### src/rtl/bae_pkg.sv
// shared types and constants of the block average error estimator
// no dependencies
package bae_pkg;

	localparam int FIFO_DEPTH = 4;

	// register index taken from paddr[2]
	localparam logic REG_BLOCK_LENGTH = 1'b0;
	localparam logic REG_NUM_BLOCKS   = 1'b1;

	localparam logic [15:0] BLOCK_LENGTH_RESET = 16'd1000;
	localparam logic [15:0] NUM_BLOCKS_RESET   = 16'd100;

	// one completed block handed from front to back
	typedef struct packed {
		logic signed [47:0] sum;
		logic [15:0]        count;
		logic [15:0]        k;
	} blk_t;

	typedef struct packed {
		logic        start;
		logic [63:0] dividend;
		logic [15:0] divisor;
	} div_req_t;

	typedef struct packed {
		logic        done;
		logic [63:0] quotient;
	} div_rsp_t;

	typedef enum logic [3:0] {
		ST_IDLE,
		ST_DIV_M,
		ST_MUL_M,
		ST_ACC,
		ST_DIV_MEAN,
		ST_DIV_A2,
		ST_MUL_Q,
		ST_VAR,
		ST_DIV_VAR,
		ST_SQRT,
		ST_OUT
	} back_state_t;

endpackage

### src/rtl/bae_fifo.sv
// short queue of completed blocks between front and back
// depends on bae_pkg
module bae_fifo
	import bae_pkg::*;
(
	input  logic clk,
	input  logic arst_n,
	input  logic push,
	input  blk_t push_data,
	input  logic pop,
	output blk_t pop_data,
	output logic full,
	output logic empty
);

	localparam int PTR_W = $clog2(FIFO_DEPTH);

	blk_t             mem_q [FIFO_DEPTH];
	logic [PTR_W-1:0] wr_ptr_q;
	logic [PTR_W-1:0] rd_ptr_q;
	logic [PTR_W:0]   count_q;

	assign full     = count_q == (PTR_W+1)'(FIFO_DEPTH);
	assign empty    = count_q == '0;
	assign pop_data = mem_q[rd_ptr_q];

	always_ff @(posedge clk or negedge arst_n) begin
		if (!arst_n) begin
			wr_ptr_q <= '0;
			rd_ptr_q <= '0;
			count_q  <= '0;
		end else begin
			if (push)
				wr_ptr_q <= wr_ptr_q + 1'b1;
			if (pop)
				rd_ptr_q <= rd_ptr_q + 1'b1;
			if (push && !pop)
				count_q <= count_q + 1'b1;
			else if (pop && !push)
				count_q <= count_q - 1'b1;
		end
	end

	always_ff @(posedge clk) begin
		if (push)
			mem_q[wr_ptr_q] <= push_data;
	end

endmodule

### config.mk
export PLATFORM = sky130hd
export DESIGN_NAME = bae_fifo
export DESIGN_NICKNAME = d
export VERILOG_FILES = /design/src/rtl/bae_pkg.sv /design/src/rtl/bae_fifo.sv
export SDC_FILE = /design/constraint.sdc
export NUM_CORES = 1
export LEC_CHECK = 0
export ABC_AREA = 1
export BUFFER_PORTS_ARGS = -buffer_cell sky130_fd_sc_hd__buf_2
export CAP_MARGIN = 20
export CORE_ASPECT_RATIO = 0.6
export CORE_MARGIN = 10
export CORE_UTILIZATION = 52
export CTS_CLUSTER_SIZE = 10
export DETAILED_ROUTE_END_ITERATION = 6
export PLACE_DENSITY = 0.73
export SLEW_MARGIN = 20
export SYNTH_ARGS = -nofsm -noshare
export SYNTH_HDL_FRONTEND = slang
export SYNTH_SLANG_ARGS = --single-unit
### constraint.sdc
create_clock -name clk -period 2.6 [get_ports clk]
set_input_delay 0.39 -clock clk [delete_from_list [all_inputs] [get_ports clk]]
set_output_delay 0.39 -clock clk [all_outputs]
set_load 0.05 [all_outputs]
==> key figures <==
Synthesis
  – Number of standard cells after synthesis: roughly 980
  – Register area share after synthesis: 71.1%
  – Area of the mapped netlist: 13800 µm²
  – Ranking of synthesized cells by instance count: 320 x sky130_fd_sc_hd__edfxtp_1, 253 x sky130_fd_sc_hd__nand2_1, 171 x sky130_fd_sc_hd__inv_1
  – Share of the synthesized area in the top cell type: ~70%
  – Number of flops mapped to enable cells by yosys: 320
  – Most numerous cell in the Yosys netlist: sky130_fd_sc_hd__edfxtp_1
  – Leading cell types by total area after synthesis: sky130_fd_sc_hd__edfxtp_1 70%, sky130_fd_sc_hd__o211ai_2 10%, sky130_fd_sc_hd__nand2_1 6.9%, sky130_fd_sc_hd__inv_1 4.7%, sky130_fd_sc_hd__o211ai_1 2.7%
  – Share of synthesized registers carrying an async set or reset: between 2 and 2.5%
  – Number of nets in the synthesized netlist: between 1000 and 1500
  – Unique masters post-synth: 20
  – Most used DFF post-synth: sky130_fd_sc_hd__edfxtp_1
  – Yosys reg bits: 327
  – Average size of a mapped cell: between 10 and 15 µm²
  – Largest area contributor in the netlist: sky130_fd_sc_hd__edfxtp_1
  – Total of warnings raised by yosys: 0

CTS
  – Number of clock buffers inserted by TritonCTS: 38
  – Number of buffers on the longest clock path: 3
  – TritonCTS clock tree: yes
  – Number of H-tree branching levels: 2
  – Clock-pin slew on the worst setup and hold paths: approximately 0.050 ns
  – Clock tree root driver cell: sky130_fd_sc_hd__clkbuf_16
  – Count of clock tree sinks: 327
  – Clock Latency Late Sink: between 0.5 and 0.6 ns

Critical path
  – Worst setup SP type: flip-flop
  – Slowest stage cell on the critical path: sky130_fd_sc_hd__dfrtp_4
  – Worst path arrival time: 2.07 ns
  – Endpoint type of the worst setup path: output port
  – Startpoint-to-endpoint class of the critical path: reg2out
  – CP Data Required Time: 2.21 ns
  – Highest fanout seen on the critical path: 80
  – Worst setup path start: rd_ptr_q[1]
  – Top Family by Delay on Critical Path: buffers and inverters
  – Critical path cell sequence: buf_12 > o211ai_2 > nand2_1 > buf_2
  – Setup slack of the most critical reg-to-reg path: ~0.86 ns
  – Critical path capture point: pop_data[38]
  – Largest incremental delay on the critical path: 0.44 ns
  – Critical path depth in cells: 4
  – Bufs and invs on worst path: 2
  – Launch point of the worst reg-to-reg path: wr_ptr_q[0]
  – End of the worst register-to-register path: mem_q[0][44]
  – Worst reg2reg path depth: 5

Die
  – Height of the die: between 100 and 150 µm
  – Placement Rows: 46
  – Number of ports placed on the die boundary: between 150 and 200
  – Initial Util: a little over half
  – Floorplan die area: about 34000 µm²
  – Overall die width: around 230 µm
  – Core area: 26200 µm²

Cells and area
  – Ratio of cells with drive above 1 in the final layout: 29.6%
  – Final-stage net count: roughly 1200
  – Layout overhead on the synthesized area: 16.3%
  – Post-Layout Cell Count: between 1500 and 2000

Timing
  – Final number of hold-violating endpoints: 0
  – Worst-case clock skew: just under 0.008 ns
  – Fmax achieved: ~410 MHz
  – Worst slew margin: a little under three fifths
  – Total Neg Setup Slack: 0 ns
  – Final Cycle Share: a little over nine tenths
  – Actual transition at the worst max-transition pin: 0.638 ns
  – Setup repair after global routing missed its margin: false
  – Number of setup violations in the final report: 0
  – Final worst path period need: 2.46 ns
  – Total count of max-transition violations in the final report: 0

Routing
  – Remaining routing DRC violations: 0
  – Post-DR vias/cell: 4.99
  – Number of vias after detailed routing: roughly 7700
  – Final routed wirelength across all metal layers: around 27000 µm
  – Detailed Routing Iterations Pass 1: 5
  – Final routed wire length divided by cell count: about 18 µm
  – Final ANT Viol Nets: 0
  – First-iteration detailed-routing DRC count: between 500 and 600

GRT
  – Via count of the first global-routing pass: 7880
  – Maximum number of pins on one net before global-route repair: 87
  – Antenna violations before repair: 4
  – Global routing usage summed across all routing layers: around 16%
  – Wire length of the first global-routing pass: around 44000 µm
  – Remaining Overflow, GRT: 0

Worst hold path
  – Worst min-delay path category: in2reg
  – Worst hold path stage count: 1

Power and ir drop
  – Total leakage power: roughly 6.5 nW
  – P per Cell Area: between 1000 and 1500 nW/µm²
  – Max VDD drop: between 1 and 1.5 mV

Job
  – Number of maximum-capacitance constraint violations: 0

Run status
  – Status: completed

Placement
  – Count of buffers from port buffering: 165
  – Routability Congestion: around 0.73
  – Final HPWL DP: 16800 µm
  – Placed cell count: between 1000 and 1500
[through the flow]
stage | setup WS (ns) | power, mW | hold slack, ns | util (%) | instance area (µm²)
final | 0.139 | 21.7 | 0.0894 | 61.0 | 16000
after global routing | 0.0303 | 22.9 | 0.0736 | 61.0 | 16000
after CTS | 0.118 | 22.0 | 0.0667 | 61.0 | 16000
after detailed placement | 0.680 | 17.2 | 0.248 | 56.8 | 14900
after global placement | 0.698 | 17.1 | 0.249 | 56.8 | 14900
after floorplan | 0.323 | 15.1 | 0.0944 | - | 13800
[layout make-up]
class	instances	area (µm²)
clock buffers	57	1100
flip-flops and latches	327	9790
multi-input cells	428	2850
repair buffers	189	1160
fillers	2044	10200
diodes	2	5.00
well taps	360	450
inverters	172	663
[power breakdown]
part / switching [mW] / internal (mW)
combinational: 7.32 / 2.41
clock: 1.86 / 2.87
sequential: 0.295 / 6.91
[registers in the layout, summed over array words and instances (netlist names)]
name and count:
mem_q 320, count_q 3, rd_ptr_q 2, wr_ptr_q 2
[worst min-delay path by stage]
stage	from	to
after floorplan	arst_n	count_q[0]
after global placement	arst_n	count_q[0]
after detailed placement	arst_n	count_q[0]
after CTS	push_data[64]	mem_q[1][64]
after global routing	push_data[32]	mem_q[0][32]
final	push_data[17]	mem_q[0][17]
[layout by cell type, fill, tap and decap left out, drive strengths merged]
master       netlist  final
nand4              1      1
nand2            253    253
dfrtp              7      7
buf               53    188
xor2               3      3
xnor2              1      1
ha                 5      5
dlygate4sd3        0      1
nand3              1      1
fa                 1      1
clkbuf             1     57
nor3               2      2
inv              172    168
clkinvlp           0      4
o211ai           160    160
o21ai              1      1
diode              0      2
edfxtp           320    320
[kinds of logic after synthesis]
kind of cell               Yosys count  share of synthesized area [%]
buffers and inverters              226                           8.24
adders and majority gates            6                          0.600
and+or+nand+nor                    257                           7.05
AOI/OAI and AO/OA                  161                           12.8
xor gates and xnor gates             4                          0.255
DFF                                327                           71.1
[repair_timing]
action                                 in CTS  in global routing
resized for setup                           0                  0
hold buffers                                1                  0
setup buffers                               0                  0
endpoints found under the hold margin       7                  0
[metal layers]
metal	part of all wire, %	track usage [%]
met1	45	21.3
met5	0.066	0
met4	1.1	4.16
met3	6.8	4.82
met2	47	26.2
(Power assumes the default switching activity.)
