File: src/rtl/bae_pkg.sv
// shared types and constants of the block average error estimator
// no dependencies
package bae_pkg;

	localparam int FIFO_DEPTH = 4;

	// register index taken from paddr[2]
	localparam logic REG_BLOCK_LENGTH = 1'b0;
	localparam logic REG_NUM_BLOCKS   = 1'b1;

	localparam logic [15:0] BLOCK_LENGTH_RESET = 16'd1000;
	localparam logic [15:0] NUM_BLOCKS_RESET   = 16'd100;

	// one completed block handed from front to back
	typedef struct packed {
		logic signed [47:0] sum;
		logic [15:0]        count;
		logic [15:0]        k;
	} blk_t;

	typedef struct packed {
		logic        start;
		logic [63:0] dividend;
		logic [15:0] divisor;
	} div_req_t;

	typedef struct packed {
		logic        done;
		logic [63:0] quotient;
	} div_rsp_t;

	typedef enum logic [3:0] {
		ST_IDLE,
		ST_DIV_M,
		ST_MUL_M,
		ST_ACC,
		ST_DIV_MEAN,
		ST_DIV_A2,
		ST_MUL_Q,
		ST_VAR,
		ST_DIV_VAR,
		ST_SQRT,
		ST_OUT
	} back_state_t;

endpackage

File: src/rtl/bae_if.sv
// sample and result channels of the estimator
// no dependencies
interface bae_in_if;
	logic               valid;
	logic               ready;
	logic signed [31:0] sample;
	logic               restart;
	modport source (output valid, sample, restart, input ready);
	modport sink (input valid, sample, restart, output ready);
endinterface


File: src/rtl/bae_front.sv
// front part: takes samples, sums blocks and queues each completed block
// depends on bae_pkg and bae_if
module bae_front
	import bae_pkg::*;
(
	input  logic        clk,
	input  logic        arst_n,
	bae_in_if.sink      in_ch,
	input  logic [15:0] block_length,
	input  logic [15:0] num_blocks,
	input  logic        full,
	output logic        push,
	output blk_t        push_data
);

	logic signed [47:0] sum_q;
	logic [15:0]        cnt_q;
	logic [15:0]        done_q;

	logic               accept;
	logic signed [47:0] sum_e;
	logic [15:0]        cnt_e;
	logic [15:0]        done_e;
	logic               active;
	logic [15:0]        len;
	logic signed [47:0] new_sum;
	logic [15:0]        new_cnt;
	logic               complete;

	assign in_ch.ready = !full;

	always_comb begin
		accept   = in_ch.valid && in_ch.ready;
		sum_e    = in_ch.restart ? '0 : sum_q;
		cnt_e    = in_ch.restart ? '0 : cnt_q;
		done_e   = in_ch.restart ? '0 : done_q;
		active   = done_e < num_blocks;
		len      = (block_length == '0) ? 16'd1 : block_length;
		new_sum  = sum_e + {{16{in_ch.sample[31]}}, in_ch.sample};
		new_cnt  = cnt_e + 16'd1;
		complete = new_cnt >= len;
		push     = accept && active && complete;
		push_data.sum   = new_sum;
		push_data.count = new_cnt;
		push_data.k     = done_e;
	end

	always_ff @(posedge clk or negedge arst_n) begin
		if (!arst_n) begin
			sum_q  <= '0;
			cnt_q  <= '0;
			done_q <= '0;
		end else if (accept) begin
			sum_q  <= sum_e;
			cnt_q  <= cnt_e;
			done_q <= done_e;
			if (active) begin
				if (complete) begin
					sum_q  <= '0;
					cnt_q  <= '0;
					done_q <= done_e + 16'd1;
				end else begin
					sum_q <= new_sum;
					cnt_q <= new_cnt;
				end
			end
		end
	end

endmodule

File: src/flat_wrapper.sv
// flat-port wrapper written by rule: the top's interface ports become plain ports
module bae_front_flat import bae_pkg::*;
  (clk, arst_n, block_length, num_blocks, full, push, push_data, in_ch_valid, in_ch_sample, in_ch_restart, in_ch_ready);
  bae_in_if in_ch_i ();
  input  logic clk;
  input  logic arst_n;
  input  logic [15:0] block_length;
  input  logic [15:0] num_blocks;
  input  logic full;
  output logic push;
  output blk_t push_data;
  input wire logic [$bits(in_ch_i.valid)-1:0] in_ch_valid;
  input wire logic [$bits(in_ch_i.sample)-1:0] in_ch_sample;
  input wire logic [$bits(in_ch_i.restart)-1:0] in_ch_restart;
  output wire logic [$bits(in_ch_i.ready)-1:0] in_ch_ready;
  assign in_ch_i.valid = in_ch_valid;
  assign in_ch_i.sample = in_ch_sample;
  assign in_ch_i.restart = in_ch_restart;
  assign in_ch_ready = in_ch_i.ready;
  bae_front u_core (.clk(clk), .arst_n(arst_n), .in_ch(in_ch_i), .block_length(block_length), .num_blocks(num_blocks), .full(full), .push(push), .push_data(push_data));
endmodule
File: config.mk
export PLATFORM = sky130hd
export DESIGN_NAME = bae_front_flat
export DESIGN_NICKNAME = d
export VERILOG_FILES = /design/src/rtl/bae_pkg.sv /design/src/rtl/bae_if.sv /design/src/rtl/bae_front.sv /design/src/flat_wrapper.sv
export SDC_FILE = /design/constraint.sdc
export NUM_CORES = 1
export LEC_CHECK = 0
export BUFFER_PORTS_ARGS = -buffer_cell sky130_fd_sc_hd__buf_2
export CORE_MARGIN = 5
export CORE_UTILIZATION = 40
export DETAILED_ROUTE_END_ITERATION = 6
export PLACE_DENSITY_LB_ADDON = 0.05
export SYNTH_ARGS = -nofsm -noshare
export SYNTH_HDL_FRONTEND = slang
export SYNTH_SLANG_ARGS = --single-unit
File: constraint.sdc
create_clock -name clk -period 9.5 [get_ports clk]
set_clock_uncertainty 0.1 [all_clocks]
set_input_delay 1.425 -clock clk [delete_from_list [all_inputs] [get_ports clk]]
set_output_delay 1.425 -clock clk [all_outputs]
set_load 0.02 [all_outputs]
==> out/qor.yml <==
global_route:
  track_usage_pct: 19.0
  grt_pass1_vias: 6697
  grt_overflow: 0
  grt_antenna_before_repair: 0
  grt_pass1_wl_um: 34200
  grt_max_degree: 57
clocking:
  cts_max_level: 3
  post_cts_buffers: 0
  cts_hold_buffers: 0
  cts_tree: "yes"
  numCtsBuffers: 9
  cts_root_buf: "clkbuf_16"
  cts_resized: 0
  clock_sinks: 80
  clk_latency_ns: 0.36
  clkTransAtPathRegs_ns: 0.07
  cts_buffer_depth: 2
setup_path:
  crit_slowest_cell: "or3_1"
  worst_ep_required_time_ns: 7.98
  crit_fanout: 31
  start_kind: "input port"
  crit_path_cell_trace: "buf_2 > nor2b_1 > ha_1 > and3_1 > and3_1 > nand3_1 > or3_1 > a21oi_1 > ha_1 > nand4_1 > a2111oi_0 > a21o_1 > nand3_1 > nor2_1 > buf_4 > buf_2"
  criticalPathCategory: "input port to output pin"
  critical_path_arrival_ns: 5.44
  slowest_delay_ns: 0.42
  end_kind: "output pin"
placement:
  dp_slack_ns: 2.61
  place_area_mm2: 0.00827
  globalplace.congestion: 0.874
  post-place-cells: 1213
  dp_hpwl_um: 15700
  port_buffers: 150
power_and_ir_drop:
  p_leak_nw: 4.32
  power.density_mw_per_mm2: 193
  max-vdd-ir-drop_mv: 0.0804
  total_power_mw: 1.65
floorplan:
  fp.dieArea_mm2: 0.0214
  die_h_um: 146
  die_w_um: 146
  core_mm2: 0.0181
  ios: 151
  placementRows: 49
  start_util_pct: 40.9
yosys:
  ys_ff_latch: 80
  synth_top_area_share_pct: 26.9
  synthTopCellsByCount: "dfrtp_1, ha_1, nor2b_1"
  netlist_top_cells_area: "dfrtp_1, ha_1, a22o_1, nor2b_1, a21oi_1"
  synth_area_per_cell_um2: 8.55
  synth_area_leader_cell: "dfrtp_1"
  synthesis.nets: 1019
  syn_area_mm2: 0.00743
  ys_seq_area_share_pct: 26.9
  synth_edf_count: 0
  ys.warnings.count: 0
  async_flop_share_pct: 100
  synth_cells: 869
  synth.distinct_cells: 65
  synth_ff_type: "dfrtp_1"
drt:
  first_pass_iters: 5
  drtIter0Drc: 337
  viasPerCell: 5.51
  dr_total_vias: 6767
  wirelength_um: 20600
  drc: 0
  wire_per_inst_um: 16.8
  ant_nets: 0
sta:
  fmax_mhz: 144
  timing.hold.ws_ns: 0.389
  setup_slack_ns: 2.53
  drv_slew: 0
  post-route-min-period_ns: 6.97
  tightest_slew_ns: 0.635
  tns_ns: 0
  hold_violations: 0
  relSlewSlack_pct: 57.7
  setup_viol: 0
  fin_crit_sh_pct: 73.3
  rsz0062_at_grt: "no"
layout:
  syn_to_final_growth_pct: 15.2
  final_area_mm2: 0.00856
  fin_cells: 1229
  antenna_cells: 0
  utilization_pct: 47.2
  drive_above_1_share_pct: 18.9
  nets: 1145
job:
  drv_cap: 0
min_path:
  hold_class: "register to register"
status:
  outcome: "finished, final reports clean"
==> cell families after synthesis <==
group           after synthesis  synth area share (%)
simple gates                269                  19.1
fa+ha+maj                    81                  13.7
compound gates              269                  25.3
xor+xnor                     72                  8.69
buf+inv                      97                  6.16
mux                           1                 0.135
flops                        80                  26.9
==> sequential cells by signal, indices dropped and copies added (netlist names) <==
register       count
u_core.sum_q      48
u_core.cnt_q      16
u_core.done_q     16
==> power by group <==
group          leakage (nW)  internal, mW  total, mW  switching (mW)
Sequential             1.03         0.410      0.448          0.0373
Clock                 0.136         0.188      0.352           0.164
Combinational          3.15         0.333      0.850           0.517
==> worst paths after layout <==
path / start / end / slack [ns] / cells past startpoint
setup / recovery: in_ch_restart / push / 2.53 / 16
hold / removal: u_core.sum_q[0] / u_core.sum_q[0] / 0.39 / 1
setup reg to reg: u_core.cnt_q[0] / u_core.done_q[5] / 4.89 / 14
hold reg to reg: u_core.sum_q[0] / u_core.sum_q[0] / 0.39 / 1
max in group asynchronous: arst_n / u_core.done_q[11] / 7.37 / 2
min in group asynchronous: arst_n / u_core.sum_q[13] / 0.93 / 1
==> worst max-delay path, delay by kind of cell <==
family	cells	cell delay, ns
buffers and inverters	3	0.72
AOI/OAI and AO/OA	3	0.91
and+or+nand+nor	8	1.92
adders and majority gates	2	0.47
==> per-layer routing <==
metal / track usage, % / vias up / share of wire (%)
met5: 0 / - / 0
met2: 29.3 / 207 / 44
li1: - / 3387 / -
met1: 27.3 / 3145 / 49
met3: 3.01 / 28 / 5.3
met4: 5.83 / 0 / 1.7
==> cell usage in the layout, fill, tap and decap left out, types with 24 or more instances in the layout <==
| master | instances |
|---|---|
| ha_1 | 80 |
| a22o_1 | 62 |
| nor2_1 | 44 |
| nand3_1 | 24 |
| dfrtp_1 | 80 |
| o21ai_0 | 38 |
| a21oi_1 | 69 |
| a21o_1 | 27 |
| nor2b_1 | 77 |
| nand2_1 | 60 |
| inv_1 | 56 |
| xor2_1 | 33 |
| nand4_1 | 25 |
| xnor2_1 | 37 |
| buf_2 | 149 |
==> area by class of cell <==
class                      count  area (um2)
fill                        1821        9590
multi-input combinational    692        4980
sequential                    80        2000
timing repair buffer         156         798
tap                          229         287
clock buffer                  10         239
inverter                      56         210
clock inverter                 6        50.0
(Power assumes the default switching activity.)
