<file path="src/rtl/bae_pkg.sv">
// shared types and constants of the block average error estimator
// no dependencies
package bae_pkg;

	localparam int FIFO_DEPTH = 4;

	// register index taken from paddr[2]
	localparam logic REG_BLOCK_LENGTH = 1'b0;
	localparam logic REG_NUM_BLOCKS   = 1'b1;

	localparam logic [15:0] BLOCK_LENGTH_RESET = 16'd1000;
	localparam logic [15:0] NUM_BLOCKS_RESET   = 16'd100;

	// one completed block handed from front to back
	typedef struct packed {
		logic signed [47:0] sum;
		logic [15:0]        count;
		logic [15:0]        k;
	} blk_t;

	typedef struct packed {
		logic        start;
		logic [63:0] dividend;
		logic [15:0] divisor;
	} div_req_t;

	typedef struct packed {
		logic        done;
		logic [63:0] quotient;
	} div_rsp_t;

	typedef enum logic [3:0] {
		ST_IDLE,
		ST_DIV_M,
		ST_MUL_M,
		ST_ACC,
		ST_DIV_MEAN,
		ST_DIV_A2,
		ST_MUL_Q,
		ST_VAR,
		ST_DIV_VAR,
		ST_SQRT,
		ST_OUT
	} back_state_t;

endpackage

</file>
<file path="src/rtl/bae_div.sv">
// iterative unsigned divider, 64 by 16 bits, one quotient bit per cycle
// depends on bae_pkg
module bae_div
	import bae_pkg::*;
(
	input  logic     clk,
	input  logic     arst_n,
	input  div_req_t req,
	output div_rsp_t rsp
);

	logic        busy_q;
	logic        done_q;
	logic [5:0]  cnt_q;
	logic [63:0] dvd_q;
	logic [15:0] rem_q;
	logic [15:0] dsr_q;
	logic [16:0] rem_sh;
	logic        q_bit;
	logic [16:0] rem_diff;

	always_comb begin
		rem_sh   = {rem_q, dvd_q[63]};
		q_bit    = rem_sh >= {1'b0, dsr_q};
		rem_diff = rem_sh - {1'b0, dsr_q};
	end

	always_ff @(posedge clk or negedge arst_n) begin
		if (!arst_n) begin
			busy_q <= 1'b0;
			done_q <= 1'b0;
			cnt_q  <= '0;
		end else begin
			done_q <= 1'b0;
			if (req.start) begin
				busy_q <= 1'b1;
				cnt_q  <= '0;
			end else if (busy_q) begin
				cnt_q <= cnt_q + 6'd1;
				if (cnt_q == 6'd63) begin
					busy_q <= 1'b0;
					done_q <= 1'b1;
				end
			end
		end
	end

	// dividend shifts out at the top while quotient bits shift in below
	always_ff @(posedge clk) begin
		if (req.start) begin
			dvd_q <= req.dividend;
			dsr_q <= req.divisor;
			rem_q <= '0;
		end else if (busy_q) begin
			dvd_q <= {dvd_q[62:0], q_bit};
			rem_q <= q_bit ? rem_diff[15:0] : rem_sh[15:0];
		end
	end

	assign rsp.done     = done_q;
	assign rsp.quotient = dvd_q;

endmodule

</file>
<file path="config.mk">
export PLATFORM = sky130hd
export DESIGN_NAME = bae_div
export DESIGN_NICKNAME = d
export VERILOG_FILES = /design/src/rtl/bae_pkg.sv /design/src/rtl/bae_div.sv
export SDC_FILE = /design/constraint.sdc
export NUM_CORES = 1
export LEC_CHECK = 0
export BUFFER_PORTS_ARGS = -buffer_cell sky130_fd_sc_hd__clkbuf_2
export CAP_MARGIN = 0
export CORE_MARGIN = 1.5
export CORE_UTILIZATION = 53
export DETAILED_ROUTE_END_ITERATION = 12
export GPL_TIMING_DRIVEN = 0
export HOLD_SLACK_MARGIN = 0.08
export MAX_ROUTING_LAYER = met4
export PLACE_DENSITY = 0.81
export REMOVE_ABC_BUFFERS = 1
export SLEW_MARGIN = 20
export SYNTH_ARGS = -nofsm -noshare
export SYNTH_HDL_FRONTEND = slang
export SYNTH_SLANG_ARGS = --single-unit
</file>
<file path="constraint.sdc">
create_clock -name clk -period 2.8 [get_ports clk]
set_input_delay 0.84 -clock clk [delete_from_list [all_inputs] [get_ports clk]]
set_output_delay 0.84 -clock clk [all_outputs]
set_load 0.02 [all_outputs]
</file>
==> run_results.csv <==
group,metric,value,unit
synthesis,synth-seq-area-share,54.2,%
floorplanning,rows,36,
drt,wl_per_cell,17.6,um
drt,drc,0,
setup_path,cp_data_required_time,3.09,ns
setup_path,crit_path_top_delay_cell,"edfxtp_1",
clocking,clk_latency,0.38,ns
global_route,antenna_found_initial,0,
timing,max_freq,370,MHz
setup_path,worstReg2RegEnd,"rem_q[10]$_SDFFE_PP0P_",
synthesis,syn-cell-area,5400,um2
timing,tightestPinTransition,0.830,ns
clocking,cts_tree,"built",
place,dp_hpwl,8730,um
finish,final_cells,703,
synthesis,avgSynthCellArea,12.5,um2
setup_path,reg2regPathDepth,10,
setup_path,crit_buf_inv,2,
synthesis,async_flop_share,7.69,%
run_status,outcome,"finished clean",
drt,via_count,4061,
synthesis,synth_warnings,0,
place,dp.cells,687,
run,maxCapViolCount,0,
clocking,cts_buffers,9,
timing,post-route-min-period,2.71,ns
setup_path,endpoint_kind,"flip-flop",
synthesis,synth-edff-count,80,
clocking,htreeDepth,3,
global_route,met1_usage,28.7,%
setup_path,rrSetupSlack,0.09,ns
setup_path,critPathTopFamily,"compound AO/OA/AOI/OAI gates",
setup_path,start_kind,"flip-flop",
clocking,clock_path_buffers,2,
synthesis,ys_ff_latch,104,
floorplanning,io_pins,148,
global_route,top_usage_layer,"met2",
synthesis,yosys.cell_types.count,66,
synthesis,syn_inst,431,
timing,finalSetupViolCount,0,
timing,finalCritPeriodShare,96.6,%
setup_path,endpoint,"rem_q[10]$_SDFFE_PP0P_",
floorplanning,core_area,9820,um2
global_route,grt_first_pass_wirelength,20100,um
synthesis,synthTopCellsByCount,"edfxtp_1, mux2_2, nor2_1",
setup_path,crit_path_max_incr_delay,0.43,ns
global_route,grt_pass1_vias,4072,
drt,first_pass_iters,5,
global_route,grt_max_degree,104,
clocking,root_buffer,"clkbuf_8",
pwr,ir_drop,0.000428,V
floorplanning,die_h,104,um
timing,clock_skew,0.0140,ns
global_route,use_met2,39.3,%
drt,drtAntennaViolNets,0,
place,port_buffers,147,
place,place_area,6190,um2
min_path,hp-class,"in2async",
setup_path,path_cells,"inv_1 > ha_1 > inv_1 > fa_1 > a21o_1 > nor2b_1 > o31a_1 > o311ai_1 > o21ai_1 > a311oi_2",
setup_path,worst-path-stages,10,
clocking,post_cts_buffers,0,
global_route,overflow,0,
finish,fin_area,6400,um2
drt,viasPerCell,5.78,
drt,wl,12400,um
finish,area_growth,18.6,%
setup_path,cpMostUsedCell,"inv_1",
floorplanning,die_w,104,um
setup_path,worstPathMaxFanout,3,
timing,hold_viol_final,0,
drt,drt_iter0_drc,321,
setup_path,reg2reg_from,"dvd_q[63]$_DFFE_PP_",
synthesis,yosysTopAreaCell,"edfxtp_1",
pwr,p_leak,2.79,nW
finish,drive_above_1_share,43.9,%
timing,slew-limit-headroom,44.7,%
synthesis,synth_ff_type,"edfxtp_1",
floorplanning,die_area,10800,um2
global_route,use_met3,5.33,%
timing,drv_slew,0,
floorplanning,start_util,55.0,%
finish,postLayoutCoreUtil,65.2,%
finish,nFillCells,784,
synthesis,ys_top_cells_by_area,"edfxtp_1, mux2_2, dfxtp_1",
pwr,power.density,761,nW/um2
finish,antenna_cells,0,
setup_path,path_class,"reg2reg",
synthesis,yosysTopAreaCellShare,44.5,%
timing,rsz0062_at_grt,"false",
place,gp_congestion,0.951,
clocking,cts.sinks,104,
finish,nets,666,
clocking,clkTransAtPathRegs,0.10,ns
setup_path,worst_ep_arrival_time,2.99,ns
synthesis,synth.most_common_cell,"edfxtp_1",
setup_path,crit_path_start,"dvd_q[63]$_DFFE_PP_",
global_route,grtUsageTotal,24.0,%
==> kinds of logic (layout without fill, tap and decap cells) <==
kind of cell | count (synthesis) | in the layout | share of synthesized area [%]
and+or+nand+nor | 103 | 103 | 9.55
adders and majority gates | 18 | 18 | 4.31
buffers and inverters | 46 | 185 | 4.45
AOI/OAI and AO/OA | 82 | 82 | 11.9
xor gates and xnor gates | 13 | 13 | 2.11
muxes | 65 | 65 | 13.5
DFF | 104 | 104 | 54.2
==> cell usage in the layout (no fill, tap or decap), drive strengths merged, types with 8 or more instances in the layout <==
cell type / Yosys / routed
nand2: 24 / 24
inv: 21 / 22
dfxtp: 16 / 16
nor2: 26 / 26
edfxtp: 80 / 80
nand3: 16 / 16
o21ai: 15 / 15
a21oi: 18 / 18
dfrtp: 8 / 8
a311oi: 9 / 9
clkbuf: 11 / 158
mux2: 64 / 64
ha: 17 / 17
==> report_power, final <==
group / internal [W] / switching (W) / leakage (nW)
combinational: 0.000769 / 0.00109 / 1.62
sequential: 0.00191 / 0.000158 / 1.07
clock: 0.000415 / 0.000531 / 0.0915
total: 0.00310 / 0.00177 / 2.79
==> metal layers <==
metal | up-vias | routed length [um]
met5 | - | 0
met4 | 0 | 365
met3 | 29 | 962
met2 | 179 | 6020
met1 | 1951 | 5030
li1 | 1902 | -
==> worst register-to-register path: stages (launching register included) <==
cell      delay [ns]
edfxtp_1        0.43
inv_1           0.13
ha_1            0.17
inv_1           0.06
fa_1            0.41
a21o_1          0.26
nor2b_1         0.16
o31a_1          0.31
o311ai_1        0.31
o21ai_1         0.13
a311oi_2        0.25
==> how the worst min path moves through the flow <==
stage / startpoint / to / cells past startpoint
6_report: arst_n / busy_q$_DFF_PN0_ / 1
3_5_place_dp: rem_q[5]$_SDFFE_PP0P_ / rem_q[5]$_SDFFE_PP0P_ / 2
4_1_cts: arst_n / cnt_q[0]$_DFFE_PN0P_ / 1
3_3_place_gp: rem_q[12]$_SDFFE_PP0P_ / rem_q[12]$_SDFFE_PP0P_ / 2
2_1_floorplan: rem_q[12]$_SDFFE_PP0P_ / rem_q[12]$_SDFFE_PP0P_ / 2
5_1_grt: arst_n / cnt_q[0]$_DFFE_PN0P_ / 1
==> per-stage QoR <==
stage                     total power (W)  setup TNS, ns  worst slack [ns]  hold slack, ns
after global placement            0.00381        -236.32             -3.00           0.493
after floorplan                   0.00337         -13.40            -0.209           0.472
after detailed placement          0.00388         -0.949           -0.0209           0.496
final                             0.00487              0            0.0950           0.291
after global routing              0.00512              0           0.00569           0.307
after CTS                         0.00481              0           0.00214           0.298
==> state kept, by name, indices dropped and copies added (netlist names) <==
register,count
dvd_q,64
dsr_q,16
rem_q,16
cnt_q,6
busy_q,1
done_q,1
==> cell type report <==
class,count,area (um2),share of cell area (%)
multi-input cells,281,2270,35.5
clock inverters,5,56.3,0.879
clock buffers,11,131,2.05
well taps,133,166,2.60
inverters,21,78.8,1.23
repair buffers,148,772,12.1
flip-flops and latches,104,2920,45.7
==> timing repair <==
item	CTS	global route
resized for setup	0	5
hold buffers	0	0
endpoints found under the setup margin	0	2
Note: power is estimated with default switching activity, not from simulation.
